### config.mk
export PLATFORM = sky130hd
export DESIGN_NAME = multipart_boundary_parser
export DESIGN_NICKNAME = d
export VERILOG_FILES = /design/src/rtl/mbp_pkg.sv /design/src/rtl/multipart_boundary_parser.sv /design/src/rtl/mbp_dpath.sv /design/src/rtl/mbp_ctrl.sv
export SDC_FILE = /design/constraint.sdc
export NUM_CORES = 1
export LEC_CHECK = 0
export BUFFER_PORTS_ARGS = -buffer_cell sky130_fd_sc_hd__buf_2
export CAP_MARGIN = 5
export CORE_MARGIN = 2
export CORE_UTILIZATION = 25
export CTS_CLUSTER_DIAMETER = 120
export DETAILED_ROUTE_END_ITERATION = 10
export SLEW_MARGIN = 30
export SYNTH_ARGS = -nofsm -noshare
export SYNTH_HDL_FRONTEND = slang
export SYNTH_SLANG_ARGS = --single-unit
### constraint.sdc
create_clock -name clk -period 10.2 [get_ports clk]
set_input_delay 1.53 -clock clk [delete_from_list [all_inputs] [get_ports clk]]
set_output_delay 1.53 -clock clk [all_outputs]
set_load 0.01 [all_outputs]
### src/rtl/mbp_pkg.sv
// shared constants, codes and controller/datapath interface types for the boundary parser
package mbp_pkg;

	localparam int ByteW      = 8;
	localparam int WordW      = 64;
	localparam int NumWords   = 7;
	localparam int LenW       = 6;
	localparam int WordSelW   = 3;
	localparam int CfgIdxW    = 3;
	localparam int MinPattern = 7;
	localparam int MaxPattern = 56;
	localparam int MatchReset = 2;

	// configuration register indexes
	localparam logic [CfgIdxW-1:0] CFG_LENGTH = 3'd0;

	// header syntax characters
	localparam logic [ByteW-1:0] CH_COLON = 8'h3A;
	localparam logic [ByteW-1:0] CH_LF    = 8'h0A;
	localparam logic [ByteW-1:0] CH_CR    = 8'h0D;
	localparam logic [ByteW-1:0] CH_SPACE = 8'h20;

	typedef enum logic [2:0] {
		KIND_DATA  = 3'd0,
		KIND_NAME  = 3'd1,
		KIND_VALUE = 3'd2,
		KIND_EOL   = 3'd3,
		KIND_END   = 3'd4
	} kind_t;

	// where the output byte comes from
	typedef enum logic [1:0] {
		SRC_INPUT   = 2'd0,
		SRC_PATTERN = 2'd1,
		SRC_HELD    = 2'd2,
		SRC_ZERO    = 2'd3
	} out_src_t;

	typedef struct packed {
		logic     mc_inc;
		logic     mc_clr;
		logic     sel_replay;
		logic     rep_clr;
		logic     rep_inc;
		logic     hold_load;
		logic     out_load;
		kind_t    out_kind;
		out_src_t out_src;
		logic     out_last;
	} cmd_t;

	typedef struct packed {
		logic restart;
		logic out_free;
		logic byte_hit;
		logic match_done;
		logic mc_zero;
		logic replay_last;
		logic is_colon;
		logic is_lf;
		logic is_cr;
		logic is_space;
	} sts_t;

endpackage

### src/rtl/multipart_boundary_parser.sv
// top level of the multipart body boundary parser
// a byte's result is loaded into the output register at its transfer; a broken partial match
//   first loads its held bytes from the replay state, then the byte itself from the tail state
// throughput: one body byte per cycle with the output free; a broken partial match in part
//   data stalls further input while the held bytes and then the byte itself are output
// reset: asynchronous, pattern length 7, pattern bytes zero, parser in preamble
//   with two pattern bytes counted as matched; no clearing pass
module multipart_boundary_parser (
	input  logic                        clk,
	input  logic                        arst_n,
	input  logic                        cfg_we,
	input  logic [mbp_pkg::CfgIdxW-1:0] cfg_index,
	input  logic [mbp_pkg::WordW-1:0]   cfg_data,
	input  logic                        in_valid,
	output logic                        in_stall,
	input  logic [mbp_pkg::ByteW-1:0]   body_byte,
	output logic                        out_valid,
	input  logic                        out_stall,
	output logic [2:0]                  kind,
	output logic [mbp_pkg::ByteW-1:0]   out_byte,
	output logic                        last
);

	mbp_pkg::cmd_t cmd;
	mbp_pkg::sts_t sts;

	// parse control
	mbp_ctrl u_ctrl (
		.clk      (clk),
		.arst_n   (arst_n),
		.in_valid (in_valid),
		.sts      (sts),
		.in_stall (in_stall),
		.cmd      (cmd)
	);

	// pattern match and result transfer datapath
	mbp_dpath u_dpath (
		.clk       (clk),
		.arst_n    (arst_n),
		.cfg_we    (cfg_we),
		.cfg_index (cfg_index),
		.cfg_data  (cfg_data),
		.body_byte (body_byte),
		.out_stall (out_stall),
		.cmd       (cmd),
		.sts       (sts),
		.out_valid (out_valid),
		.kind      (kind),
		.out_byte  (out_byte),
		.last      (last)
	);

endmodule

### src/rtl/mbp_dpath.sv
// datapath: pattern registers, match and replay counters, held byte and output register
module mbp_dpath (
	input  logic                              clk,
	input  logic                              arst_n,
	input  logic                              cfg_we,
	input  logic [mbp_pkg::CfgIdxW-1:0]       cfg_index,
	input  logic [mbp_pkg::WordW-1:0]         cfg_data,
	input  logic [mbp_pkg::ByteW-1:0]         body_byte,
	input  logic                              out_stall,
	input  mbp_pkg::cmd_t                     cmd,
	output mbp_pkg::sts_t                     sts,
	output logic                              out_valid,
	output logic [2:0]                        kind,
	output logic [mbp_pkg::ByteW-1:0]         out_byte,
	output logic                              last
);

	logic [mbp_pkg::WordW-1:0]    pat_q [mbp_pkg::NumWords];
	logic [mbp_pkg::LenW-1:0]     len_q;
	logic [mbp_pkg::LenW-1:0]     mc_q;
	logic [mbp_pkg::LenW-1:0]     rep_q;
	logic [mbp_pkg::ByteW-1:0]    held_q;
	logic                         out_valid_q;
	mbp_pkg::kind_t               out_kind_q;
	logic [mbp_pkg::ByteW-1:0]    out_byte_q;
	logic                         out_last_q;

	logic [mbp_pkg::LenW-1:0]     mc_eff;
	logic [mbp_pkg::LenW-1:0]     rd_addr;
	logic [mbp_pkg::WordSelW-1:0] wsel;
	logic [mbp_pkg::ByteW-1:0]    pat_rd;
	logic [mbp_pkg::ByteW-1:0]    out_src_byte;
	logic                         len_wr;
	logic                         out_free;

	// length clamp into the legal pattern range
	function automatic logic [mbp_pkg::LenW-1:0] clamp_len(input logic [mbp_pkg::LenW-1:0] v);
		logic [mbp_pkg::LenW-1:0] r;
		r = v;
		if (v < mbp_pkg::LenW'(mbp_pkg::MinPattern)) r = mbp_pkg::LenW'(mbp_pkg::MinPattern);
		if (v > mbp_pkg::LenW'(mbp_pkg::MaxPattern)) r = mbp_pkg::LenW'(mbp_pkg::MaxPattern);
		return r;
	endfunction

	assign len_wr   = cfg_we && (cfg_index == mbp_pkg::CFG_LENGTH);
	assign out_free = !out_valid_q || !out_stall;

	// pattern byte lookup at match or replay position
	assign mc_eff  = (mc_q >= len_q) ? '0 : mc_q;
	assign rd_addr = cmd.sel_replay ? rep_q : mc_eff;
	assign wsel    = (rd_addr[5:3] == 3'd7) ? 3'd0 : rd_addr[5:3];
	assign pat_rd  = pat_q[wsel][{rd_addr[2:0], 3'b000} +: mbp_pkg::ByteW];

	// status to the controller
	always_comb begin
		sts.restart     = len_wr;
		sts.out_free    = out_free;
		sts.byte_hit    = (body_byte == pat_rd);
		sts.match_done  = (mbp_pkg::LenW'(mc_eff + 6'd1) == len_q);
		sts.mc_zero     = (mc_eff == '0);
		sts.replay_last = (rep_q == mbp_pkg::LenW'(mc_eff - 6'd1));
		sts.is_colon    = (body_byte == mbp_pkg::CH_COLON);
		sts.is_lf       = (body_byte == mbp_pkg::CH_LF);
		sts.is_cr       = (body_byte == mbp_pkg::CH_CR);
		sts.is_space    = (body_byte == mbp_pkg::CH_SPACE);
	end

	// configuration registers
	always_ff @(posedge clk or negedge arst_n) begin
		if (!arst_n) begin
			len_q <= mbp_pkg::LenW'(mbp_pkg::MinPattern);
			for (int w = 0; w < mbp_pkg::NumWords; w++) begin
				pat_q[w] <= '0;
			end
		end else if (cfg_we) begin
			if (cfg_index == mbp_pkg::CFG_LENGTH) begin
				len_q <= clamp_len(cfg_data[mbp_pkg::LenW-1:0]);
			end else begin
				pat_q[cfg_index - 3'd1] <= cfg_data;
			end
		end
	end

	// match and replay counters
	always_ff @(posedge clk or negedge arst_n) begin
		if (!arst_n) begin
			mc_q  <= mbp_pkg::LenW'(mbp_pkg::MatchReset);
			rep_q <= '0;
		end else begin
			if (len_wr) begin
				mc_q <= mbp_pkg::LenW'(mbp_pkg::MatchReset);
			end else if (cmd.mc_clr) begin
				mc_q <= '0;
			end else if (cmd.mc_inc) begin
				mc_q <= mbp_pkg::LenW'(mc_eff + 6'd1);
			end
			if (cmd.rep_clr) begin
				rep_q <= '0;
			end else if (cmd.rep_inc) begin
				rep_q <= mbp_pkg::LenW'(rep_q + 6'd1);
			end
		end
	end

	// output byte select
	always_comb begin
		case (cmd.out_src)
			mbp_pkg::SRC_INPUT:   out_src_byte = body_byte;
			mbp_pkg::SRC_PATTERN: out_src_byte = pat_rd;
			mbp_pkg::SRC_HELD:    out_src_byte = held_q;
			default:              out_src_byte = '0;
		endcase
	end

	// output register valid
	always_ff @(posedge clk or negedge arst_n) begin
		if (!arst_n) begin
			out_valid_q <= 1'b0;
		end else if (cmd.out_load) begin
			out_valid_q <= 1'b1;
		end else if (out_valid_q && !out_stall) begin
			out_valid_q <= 1'b0;
		end
	end

	// output payload and held mismatch byte
	always_ff @(posedge clk) begin
		if (cmd.hold_load) begin
			held_q <= body_byte;
		end
		if (cmd.out_load) begin
			out_kind_q <= cmd.out_kind;
			out_byte_q <= out_src_byte;
			out_last_q <= cmd.out_last;
		end
	end

	assign out_valid = out_valid_q;
	assign kind      = out_kind_q;
	assign out_byte  = out_byte_q;
	assign last      = out_last_q;

	// checks
	a_len_range: assert property (@(posedge clk) disable iff (!arst_n)
		(len_q >= mbp_pkg::LenW'(mbp_pkg::MinPattern)) &&
		(len_q <= mbp_pkg::LenW'(mbp_pkg::MaxPattern)))
		else $error("pattern length out of range");
	a_mc_below_len: assert property (@(posedge clk) disable iff (!arst_n) mc_q < len_q)
		else $error("match count reached pattern length");
	a_replay_bound: assert property (@(posedge clk) disable iff (!arst_n)
		cmd.sel_replay |-> (rep_q < mc_eff))
		else $error("replay index past held bytes");

endmodule

### src/rtl/mbp_ctrl.sv
// controller: parse phase, replay sequencing and input acceptance
module mbp_ctrl (
	input  logic          clk,
	input  logic          arst_n,
	input  logic          in_valid,
	input  mbp_pkg::sts_t sts,
	output logic          in_stall,
	output mbp_pkg::cmd_t cmd
);

	typedef enum logic [2:0] {
		ST_RUN    = 3'b001,
		ST_REPLAY = 3'b010,
		ST_TAIL   = 3'b100
	} state_t;

	typedef enum logic [3:0] {
		PH_PRE   = 4'b0001,
		PH_NAME  = 4'b0010,
		PH_VALUE = 4'b0100,
		PH_DATA  = 4'b1000
	} phase_t;

	state_t state_q, state_d;
	phase_t phase_q, phase_d;
	logic   vs_q, vs_d;
	logic   accept;

	assign in_stall = !((state_q == ST_RUN) && sts.out_free);
	assign accept   = in_valid && !in_stall;

	// next state and datapath commands
	always_comb begin
		state_d        = state_q;
		phase_d        = phase_q;
		vs_d           = vs_q;
		cmd            = '0;
		cmd.out_kind   = mbp_pkg::KIND_DATA;
		cmd.out_src    = mbp_pkg::SRC_INPUT;
		cmd.sel_replay = (state_q == ST_REPLAY);
		case (state_q)
			ST_RUN: begin
				if (accept) begin
					case (phase_q)
						PH_PRE, PH_DATA: begin
							if (sts.byte_hit) begin
								if (sts.match_done) begin
									if (phase_q == PH_DATA) begin
										cmd.out_load = 1'b1;
										cmd.out_kind = mbp_pkg::KIND_END;
										cmd.out_src  = mbp_pkg::SRC_ZERO;
										cmd.out_last = 1'b1;
									end
									cmd.mc_clr = 1'b1;
									vs_d       = 1'b0;
									phase_d    = PH_NAME;
								end else begin
									cmd.mc_inc = 1'b1;
								end
							end else if (phase_q == PH_DATA && !sts.mc_zero) begin
								// replay held pattern bytes, then the mismatching byte
								cmd.hold_load = 1'b1;
								cmd.rep_clr   = 1'b1;
								state_d       = ST_REPLAY;
							end else begin
								if (phase_q == PH_DATA) begin
									cmd.out_load = 1'b1;
									cmd.out_last = 1'b1;
								end
								cmd.mc_clr = 1'b1;
							end
						end
						PH_NAME: begin
							if (sts.is_colon) begin
								phase_d = PH_VALUE;
								vs_d    = 1'b0;
							end else if (sts.is_lf) begin
								phase_d = PH_DATA;
							end else if (!sts.is_cr) begin
								cmd.out_load = 1'b1;
								cmd.out_kind = mbp_pkg::KIND_NAME;
								cmd.out_last = 1'b1;
							end
						end
						default: begin
							if (sts.is_lf) begin
								cmd.out_load = 1'b1;
								cmd.out_kind = mbp_pkg::KIND_EOL;
								cmd.out_src  = mbp_pkg::SRC_ZERO;
								cmd.out_last = 1'b1;
								vs_d         = 1'b0;
								phase_d      = PH_NAME;
							end else if (sts.is_cr || (sts.is_space && !vs_q)) begin
								// dropped
							end else begin
								cmd.out_load = 1'b1;
								cmd.out_kind = mbp_pkg::KIND_VALUE;
								cmd.out_last = 1'b1;
								vs_d         = 1'b1;
							end
						end
					endcase
				end
			end
			ST_REPLAY: begin
				if (sts.out_free) begin
					cmd.out_load = 1'b1;
					cmd.out_src  = mbp_pkg::SRC_PATTERN;
					cmd.rep_inc  = 1'b1;
					if (sts.replay_last) begin
						state_d = ST_TAIL;
					end
				end
			end
			ST_TAIL: begin
				if (sts.out_free) begin
					cmd.out_load = 1'b1;
					cmd.out_src  = mbp_pkg::SRC_HELD;
					cmd.out_last = 1'b1;
					cmd.mc_clr   = 1'b1;
					state_d      = ST_RUN;
				end
			end
			default: begin
				state_d = ST_RUN;
			end
		endcase
		// length write restarts the parser
		if (sts.restart) begin
			state_d = ST_RUN;
			phase_d = PH_PRE;
			vs_d    = 1'b0;
		end
	end

	// control registers
	always_ff @(posedge clk or negedge arst_n) begin
		if (!arst_n) begin
			state_q <= ST_RUN;
			phase_q <= PH_PRE;
			vs_q    <= 1'b0;
		end else begin
			state_q <= state_d;
			phase_q <= phase_d;
			vs_q    <= vs_d;
		end
	end

	// checks
	a_replay_in_data: assert property (@(posedge clk) disable iff (!arst_n)
		(state_q != ST_RUN) |-> (phase_q == PH_DATA))
		else $error("replay outside data phase");
	a_load_when_free: assert property (@(posedge clk) disable iff (!arst_n)
		cmd.out_load |-> sts.out_free)
		else $error("output register overwritten");
	a_tail_returns: assert property (@(posedge clk) disable iff (!arst_n)
		(state_q == ST_TAIL && sts.out_free) |=> (state_q == ST_RUN))
		else $error("tail transfer did not return to run");

endmodule

==> qor.yml <==
synthesis:
  synth_edf_count: 20
  synth-seq-cells: 495
  avgSynthCellArea_um2: 11.8
  async_reset_ff_frac: 0.960
  synth-xor-area-share: 0.00897
  synth_area_um2: 24400
  synth.net_count: 2156
  synth_top_family_by_area: "multiplexers"
  synth.distinct_cells: 83
  yosysWarnings: 0
  seq_area_frac_synth: 0.512
  synth_compound_area_frac: 0.145
  synth-adder-area-share: 0.00564
  synth_ff_type: "dfrtp_1"
  muxShareOfSynthArea: 0.225
  syn_inst: 2065
  synth_simple_gate_area_frac: 0.0729
timing:
  finalClockSkew_ps: 21.3
  final.min_clock_period_ps: 7820
  tightest_slew_ps: 1100
  clock.fmax_mhz: 128
  post-route-period-util: 0.766
  final.setup.tns_ps: 0
  rsz0062_at_grt: "no"
  slew_violations: 0
  hold_viol: 0
  setup_viol: 0
  relSlewSlack: 0.265
  fin_hold_ws_ps: 499
power_and_ir_drop:
  leakage_nw: 11.3
  clkPwrFrac: 0.322
  share_seq_of_total_power: 0.468
  p_int_mw: 4.43
  combPwrFrac: 0.211
  vdd.ir_drop.worst_uv: 127
  p_total_mw: 6.28
  power.switching_mw: 1.86
  p_sw_frac: 0.296
  p_per_area_nw_per_um2: 222
global_routing:
  grtUsageTotal: 0.166
  grt_overflow: 0
  grt_max_degree: 171
  antenna_found_initial: 21
  grt_pass1_wl_um: 125000
  grt_pass1_vias: 18000
die:
  initial_core_util: 0.252
  die_x_um: 317
  dieArea_um2: 100000
  core_area_um2: 96700
  io_pins: 94
  die_y_um: 317
  row_count: 114
clock_tree:
  clk_latency_ps: 630
  cts.sinks: 495
  cts_resized: 0
  clockBufferDepth: 3
  clkTransAtPathRegs_ps: 60
  cts_hold_buf: 0
  cts_setup_buffers: 0
  cts_max_level: 2
  cts_tree: "done"
  cts-root-buf: "clkbuf_16"
  cts_made_buffers: 53
placement:
  dpl_cell_area_um2: 26400
  place.gp.congestion: 0.887
  dpl.hpwl_um: 55800
  io_buffers: 93
  place_inst: 3338
critical_path:
  crit_fanout: 48
  cp-end-kind: "register"
  cp_data_required_time_ps: 10570
  path_class: "reg -> reg"
  worst_setup_path_start_kind: "register"
  arrival_ps: 8190
hold_path:
  hp-class: "reg -> reg"
run:
  max_cap_violations: 0
routing:
  drc_errors: 0
  drt-initial-drc-count: 1859
  vias: 18400
  first_pass_iters: 5
  via_per_inst: 5.36
  drt_wl_total_um: 84500
  ant_nets: 0
  routedWlPerCell_um: 24.6
layout:
  area_growth_pct: 15.8
  fin_cells: 3439
  nets: 2209
  drive_gt1_frac: 0.342
  stdcell_area_um2: 28300
outcome:
  outcome: "completed"
[layout make-up]
type | count | area (um2)
antenna | 1 | 2.50
clock buffer | 76 | 1540
fill | 9868 | 68400
clock inverter | 23 | 272
tap | 1276 | 1600
inverter | 23 | 86.3
timing repair buffer | 152 | 983
sequential | 495 | 12500
multi-input combinational | 1393 | 11300
[power groups by stage]
stage	logic (mW)	clock network [mW]	registers (mW)
after floorplan	0.944	0	2.82
after global placement	1.28	0	2.95
after detailed placement	1.32	0	2.96
after CTS	1.32	2.05	2.92
after global routing	1.44	2.13	3.00
final	1.32	2.02	2.94
[critical path: stages, from the launching register on]
cell and delay [ps]:
dfrtp_1 590, inv_1 200, ha_1 320, nand2b_1 140
a21oi_1 260, o21a_2 570, a21o_2 540, buf_12 350
nand3_2 290, buf_4 330, nand2_1 630, a21oi_1 190
o311ai_0 850, a211oi_2 300, xor2_1 220, o2111ai_1 260
nor2_1 660, a22oi_1 420, a31o_2 360
[flip-flops by register name, summed over array words and instances (netlist names)]
name,cells
u_dpath.out_valid,1
u_ctrl.state_q,3
u_dpath.pat_q,448
u_dpath.kind,3
u_dpath.out_byte,8
u_dpath.mc_q,6
u_dpath.held_q,8
u_ctrl.phase_q,4
u_ctrl.vs_q,1
u_dpath.rep_q,6
u_dpath.len_q,6
u_dpath.last,1
[Yosys cell counts (13+ instances only)]
cell,instances,area [um2]
nor4_1,13,81.3
nand2_1,121,454
o2111ai_1,13,114
nor2_1,84,315
edfxtp_1,20,601
o2bb2ai_1,14,123
a21boi_0,19,143
nor3_1,54,270
a21o_1,13,97.6
o211ai_1,28,210
dfrtp_1,469,11700
mux2_2,450,5070
o21ai_0,88,440
a221o_1,26,260
a31oi_1,23,144
clkbuf_1,104,390
o221ai_1,13,114
a21oi_1,58,290
o21a_1,19,143
nand3_1,32,160
mux2i_1,42,420
inv_1,23,86.3
xnor2_1,13,114
buf_2,29,145
a211oi_1,20,150
o22ai_1,24,150
[final timing paths]
path                                    start                   to  slack (ps)  cells past startpoint
setup / recovery              u_dpath.mc_q[0]  u_dpath.out_byte[2]        2380                     18
hold / removal             u_dpath.pat_q[381]   u_dpath.pat_q[381]         500                      1
setup reg to reg              u_dpath.mc_q[0]  u_dpath.out_byte[2]        2380                     18
hold reg to reg            u_dpath.pat_q[381]   u_dpath.pat_q[381]         500                      1
max in group asynchronous              arst_n   u_dpath.pat_q[220]        7260                      3
min in group asynchronous              arst_n   u_dpath.pat_q[193]         920                      1
[cells in the final DEF, fill, tap and decap left out, drive strengths merged, types with 21 or more instances in the layout]
master	instances
nand2	121
o21ai	92
buf	152
a21boi	21
inv	24
o211ai	28
o22ai	24
clkbuf	76
nor3	55
nor2	84
dfrtp	469
a221o	26
a31oi	23
nand3	33
mux2i	42
mux2	450
a21oi	59
a211oi	22
[metal layers]
layer / up-vias / global-route usage / wire, um
li1: 7897 / - / -
met1: 9580 / 0.232 / 37100
met2: 752 / 0.255 / 37900
met3: 198 / 0.0313 / 6160
met4: 22 / 0.0646 / 3160
met5: - / 0 / 129
[cell families after synthesis]
group,Yosys count
adder cells (fa/ha/maj),11
flip-flops,495
buffers and inverters,177
multiplexers,492
AND/OR/NAND/NOR,374
AO/OA/AOI/OAI,491
XOR/XNOR,25
[metrics by stage]
stage	worst slack (ps)	util
2_1_floorplan	5650	-
3_3_place_gp	2570	0.273
3_5_place_dp	2590	0.273
4_1_cts	2550	0.292
6_report	2380	0.292
5_1_grt	2040	0.292
(Power assumes the default switching activity.)
